File: config.mk
export PLATFORM = sky130hd
export DESIGN_NAME = bmos_col_cell
export DESIGN_NICKNAME = d
export VERILOG_FILES = /design/src/rtl/bmos_pkg.sv /design/src/rtl/bmos_col_cell.sv
export SDC_FILE = /design/constraint.sdc
export NUM_CORES = 1
export LEC_CHECK = 0
export ABC_AREA = 1
export BUFFER_PORTS_ARGS = -buffer_cell sky130_fd_sc_hd__buf_2
export CORE_UTILIZATION = 49
export DETAILED_ROUTE_END_ITERATION = 7
export PLACE_DENSITY = 0.79
export SKIP_LAST_GASP = 1
export SLEW_MARGIN = 30
export SYNTH_ARGS = -nofsm -noshare
export SYNTH_HDL_FRONTEND = slang
export SYNTH_SLANG_ARGS = --single-unit
export TNS_END_PERCENT = 1
File: constraint.sdc
create_clock -name i_clk -period 2.08 [get_ports i_clk]
set_input_delay 0.104 -clock i_clk [delete_from_list [all_inputs] [get_ports i_clk]]
set_output_delay 0.104 -clock i_clk [all_outputs]
set_load 0.02 [all_outputs]
File: src/rtl/bmos_pkg.sv
// ============================================================================
// bmos_pkg: shared types and constants of the box mean outlier filter
// Pixel, column and line buffer types, register codes and fixed constants.
// ============================================================================
package bmos_pkg;

    // Pixel and sum widths
    localparam int PIX_W      = 8;
    localparam int COL_SUM_W  = 10;   // three pixels
    localparam int WIN_SUM_W  = 12;   // nine pixels
    localparam int WIN_SIZE   = 9;

    // Divide by nine as a multiply by 3641 / 2^15; exact for sums up to 2295.
    localparam int RECIP_W     = 12;
    localparam int RECIP_SHIFT = 15;
    localparam logic [RECIP_W-1:0] RECIP_NINE = 12'd3641;

    // Configuration register widths and limits
    localparam int WIDTH_REG_W  = 11;
    localparam int HEIGHT_REG_W = 13;
    localparam int LIMIT_REG_W  = 8;
    localparam int ROW_W        = 12;
    localparam int MAX_HEIGHT   = 4096;
    localparam int MIN_DIM      = 3;

    localparam logic [WIDTH_REG_W-1:0]  WIDTH_RESET  = 11'd640;
    localparam logic [HEIGHT_REG_W-1:0] HEIGHT_RESET = 13'd480;
    localparam logic [LIMIT_REG_W-1:0]  LIMIT_RESET  = 8'd50;

    localparam int MAX_WIDTH_DEF = 1024;

    // Register port
    localparam int APB_ADDR_W = 4;
    localparam int APB_DATA_W = 32;

    typedef enum logic [1:0] {
        REG_IMAGE_WIDTH  = 2'd0,
        REG_IMAGE_HEIGHT = 2'd1,
        REG_DEV_LIMIT    = 2'd2
    } t_reg_idx;

    // One window column, oldest row on top
    typedef struct packed {
        logic [PIX_W-1:0] top;
        logic [PIX_W-1:0] mid;
        logic [PIX_W-1:0] bot;
    } t_pix_col;

    // One line buffer entry: the pixel two rows up and the one a row up
    typedef struct packed {
        logic [PIX_W-1:0] top;
        logic [PIX_W-1:0] mid;
    } t_line_pair;

endpackage

File: src/rtl/bmos_col_cell.sv
// ============================================================================
// bmos_col_cell: one column of the 3x3 window
// Holds three pixels and their sum, and passes them to the older neighbor.
// ============================================================================
module bmos_col_cell (
    input  logic                       i_clk,
    input  logic                       i_rst_n,
    input  logic                       i_en,
    input  bmos_pkg::t_pix_col         i_col,
    output bmos_pkg::t_pix_col         o_col,
    output logic [bmos_pkg::COL_SUM_W-1:0] o_sum
);
    import bmos_pkg::*;

    t_pix_col               r_col;
    logic [COL_SUM_W-1:0]   r_sum;
    logic [COL_SUM_W-1:0]   n_sum;

    // Column sum of the incoming pixels, stored with them.
    assign n_sum = COL_SUM_W'(i_col.top) + COL_SUM_W'(i_col.mid) + COL_SUM_W'(i_col.bot);

    // Shift the column in whenever the window moves.
    always_ff @(posedge i_clk) begin
        if (!i_rst_n) begin
            r_col <= '0;
            r_sum <= '0;
        end else if (i_en) begin
            r_col <= i_col;
            r_sum <= n_sum;
        end
    end

    assign o_col = r_col;
    assign o_sum = r_sum;

endmodule

**Word-level counts from Yosys, hierarchy flattened**

Cells that the tools add are included.

- Register bits after elaboration: 34
- Bits of input ports: 27
- Output and inout port bits: 34
- Word-level logic and storage cells: 6

- Add/subtract/negate cells: 2

Operator list:

| cell | number |
|---|---|
| $add 9x8->10 | 1 |
| $add 8x8->9 | 1 |

**Longest topological paths before layout**

- Depth in word-level cells: 2
- Depth in mapped cells: 13
- Gate-level depth less buffers: 13

**Worst setup path before layout**

No wires, ideal clock.

- Path kind: input to register
- Start: input i_col[1] (netlist bit)
- End: register r_sum[7], in the netlist o_sum[7]
- Data arrival time: 1.649 ns
- Required time: 1.971 ns
- Setup slack: 0.322 ns
- Stages on the path: 11
- Buffers on the path: 0
- Cell sequence: fa_1 ha_1 fa_1 nand3_2 nand2_2 nand2_2 nand2_1 nand2_1 nand3_1 nand2_1 inv_1

- Cells in the longest elaborated chain, start to end: 1

Ends and longest elaborated chain:

| what | line | text |
|---|---|---|
| start, declared | bmos_col_cell.sv:9 | `input bmos_pkg::t_pix_col i_col,` |
| $add 9x8->10 | bmos_col_cell.sv:20 | `assign n_sum = COL_SUM_W'(i_col.top) + COL_SUM_W'(i_col.mid) + COL_SUM_W'(i_col.bot);` |
| end signal, assigned | bmos_col_cell.sv:29 | `r_sum <= n_sum;` |
| end, declared | bmos_col_cell.sv:16 | `logic [COL_SUM_W-1:0] r_sum;` |

Every way passes these cells.
A chain may end at the register's enable or synchronous reset.

**Worst setup path in the final report**

Same ends and word-level chain as after synthesis.

==> impl_metrics.py <==
metrics = {
    "critical_path": {
        "r2r-end": "o_sum[4]$_SDFFE_PN0P_",
        "cp.arrival_ps": 1880,
        "worst_setup_path_end_kind": "flop",
        "reg2reg_slack_ps": 1400,
        "crit_end": "o_sum[7]$_SDFFE_PN0P_",
        "reg2reg_from": "o_sum[4]$_SDFFE_PN0P_",
        "startpoint": "i_col[1]",
        "path_max_fanout": 3,
        "reg2reg_depth": 4,
        "setup.worst_path.start_class": "input pin",
        "worstSetupPathType": "in -> reg",
        "cp_data_required_time_ps": 2320,
    },
    "global_routing": {
        "grt_pass1_wl_microns": 5730,
        "antenna_found_initial": 0,
        "grt_pass1_vias": 1363,
        "groute.usage.overall": 0.209,
        "grt_max_degree": 30,
        "globalRoute.totalOverflow": 0,
    },
    "floorplan": {
        "rows": 21,
        "die_x_microns": 61.0,
        "dieArea_sq_um": 3710,
        "io-pin-count": 61,
        "die_y_microns": 61.0,
        "start_util": 0.510,
        "coreArea_sq_um": 3340,
    },
    "route": {
        "vias": 1534,
        "via_per_inst": 4.72,
        "drt_iter0_drc": 46,
        "wl_per_cell_microns": 10.7,
        "ant_nets": 0,
        "dr.pass1.iters": 4,
        "drt-total-wl_microns": 3470,
        "drc": 0,
    },
    "flow_run": {
        "cap_violations": 0,
    },
    "placed_design": {
        "gp_congestion": 0.811,
        "port_buffers": 60,
        "hpwl_microns": 2610,
        "post-place-cells": 318,
        "dpl_cell_area_sq_um": 2020,
    },
    "logic_synthesis": {
        "synth-seq-cells": 34,
        "synth-seq-area-share": 0.400,
        "synth.largest_area_cell": "dfxtp_1",
        "synth_top_area_frac": 0.400,
        "synth_area_sq_um": 1700,
        "synth.avg_cell_area_sq_um": 7.71,
        "postSynthCellCount": 221,
        "ys_top_cells_by_area": "dfxtp_1 (40%), nor2_1 (12%), fa_1 (11%)",
        "synthesis.nets": 264,
        "yosysWarnings": 0,
        "yosysUniqueCellTypes": 22,
    },
    "final_layout": {
        "multiInputGateArea_sq_um": 868,
        "fin_nets": 322,
        "synthToLayoutAreaGrowth_pct": 23.1,
        "stdcell_area_sq_um": 2100,
        "instances_no_fill": 325,
        "fill_cells": 328,
        "diodes": 0,
        "regArea_sq_um": 681,
        "drive_above_1_share": 0.269,
    },
    "timing": {
        "period_share": 0.787,
        "worstMarginPinSlew_ps": 464,
        "hold_ws_ps": 13.5,
        "report.final.setup_viol": 0,
        "max_freq_mhz": 611,
        "relSlewSlack": 0.691,
        "hold_viol": 0,
        "fin_crit_ps": 1640,
        "maxSlewViolCount": 0,
        "clock_skew_ps": 0,
        "rsz0062_at_grt": "no",
        "tns_ps": 0,
    },
    "clock_tree": {
        "cts_inserted_buffers": 5,
        "post_cts_buffers": 0,
        "htreeDepth": 2,
        "cts_hold_buf": 0,
        "clk_latency_ps": 340,
        "clk_path_buf_depth": 2,
        "cts_resized": 0,
        "cts_num_sinks": 34,
        "clkTransAtPathRegs_ps": 100,
        "root_buffer": "clkbuf_4",
        "cts_tree": "done",
    },
    "power_and_ir_drop": {
        "peakVddDrop_v": 0.000484,
        "total_power_mw": 1.72,
        "p_leak_nw": 1.14,
        "power_density_nw_per_um2": 819,
    },
    "outcome": {
        "outcome": "completed",
    },
    "worst_hold_path": {
        "hp-class": "in -> reg",
        "holdCritStartpoint": "i_col[21]",
    },
}
[report_power, final]
group / switching, mW / leakage [nW] / internal [mW] / total, mW
Clock: 0.223 / 0.0443 / 0.280 / 0.503
Sequential: 0.0255 / 0.283 / 0.706 / 0.732
Combinational: 0.301 / 0.810 / 0.182 / 0.483
[cell families after synthesis]
| kind of cell | share of synthesized area |
|---|---|
| AO/OA/AOI/OAI | 0.124 |
| buffers and inverters | 0.0904 |
| flip-flops | 0.400 |
| adder cells (fa/ha/maj) | 0.157 |
| XOR/XNOR | 0.0103 |
| AND/OR/NAND/NOR | 0.218 |
[metal layers]
| layer | track usage | vias to the layer above | share of wire |
|---|---|---|---|
| met5 | 0 | - | 0 |
| met1 | 0.266 | 679 | 0.47 |
| met4 | 0.0877 | 0 | 0.014 |
| met2 | 0.341 | 41 | 0.46 |
| met3 | 0.0512 | 6 | 0.053 |
| li1 | - | 808 | - |
[critical path, stage by stage]
cell	delay, ps
buf_2	120
fa_1	490
ha_1	240
fa_1	420
nand3_2	110
nand2_2	80
nand2_2	70
nand2_1	50
nand2_1	60
nand3_1	60
nand2_1	60
inv_1	40
[final cells by class]
cell class | instances | share of cell area
Multi-Input combinational cell | 150 | 0.414
Sequential cell | 34 | 0.325
Timing Repair Buffer | 61 | 0.147
Inverter | 27 | 0.0483
Tap cell | 46 | 0.0274
Clock buffer | 6 | 0.0245
Clock inverter | 1 | 0.0143
[cell usage after synthesis (all sizes together)]
cell type,n
nand2,23
xor2,2
nand4,1
ha,7
buf,8
inv,26
nand3,11
fa,9
dfxtp,34
nor3,1
clkbuf,2
clkinv,1
o211ai,1
o21ai,29
a21oi,11
nor2,55
[cells in the final DEF (no fill, tap or decap), types with 2 or more instances in the layout]
master,n
inv_2,2
nand2_1,20
nand2_2,3
xor2_1,2
nand3_1,10
nor2_1,55
clkbuf_4,5
a21oi_1,10
o21ai_0,12
o21ai_1,17
ha_1,7
inv_1,24
dfxtp_1,34
buf_2,60
fa_1,9
[worst min path at each step]
stage | depth (start not counted) | to
2_1_floorplan | 2 | o_col[11]$_SDFFE_PN0P_
3_3_place_gp | 3 | o_col[17]$_SDFFE_PN0P_
3_5_place_dp | 3 | o_col[19]$_SDFFE_PN0P_
4_1_cts | 3 | o_col[22]$_SDFFE_PN0P_
5_1_grt | 3 | o_col[22]$_SDFFE_PN0P_
6_report | 3 | o_col[21]$_SDFFE_PN0P_
[per-stage QoR]
step | worst slack, ps | util
6_report | 443 | 0.628
5_1_grt | 331 | 0.628
4_1_cts | 446 | 0.628
3_5_place_dp | 92.2 | 0.604
3_3_place_gp | 128 | 0.604
2_1_floorplan | 322 | -
[sequential cells by signal, summed over array words and instances (netlist names)]
name	cells
o_col	24
o_sum	10
Note: power is estimated with default switching activity, not from simulation.
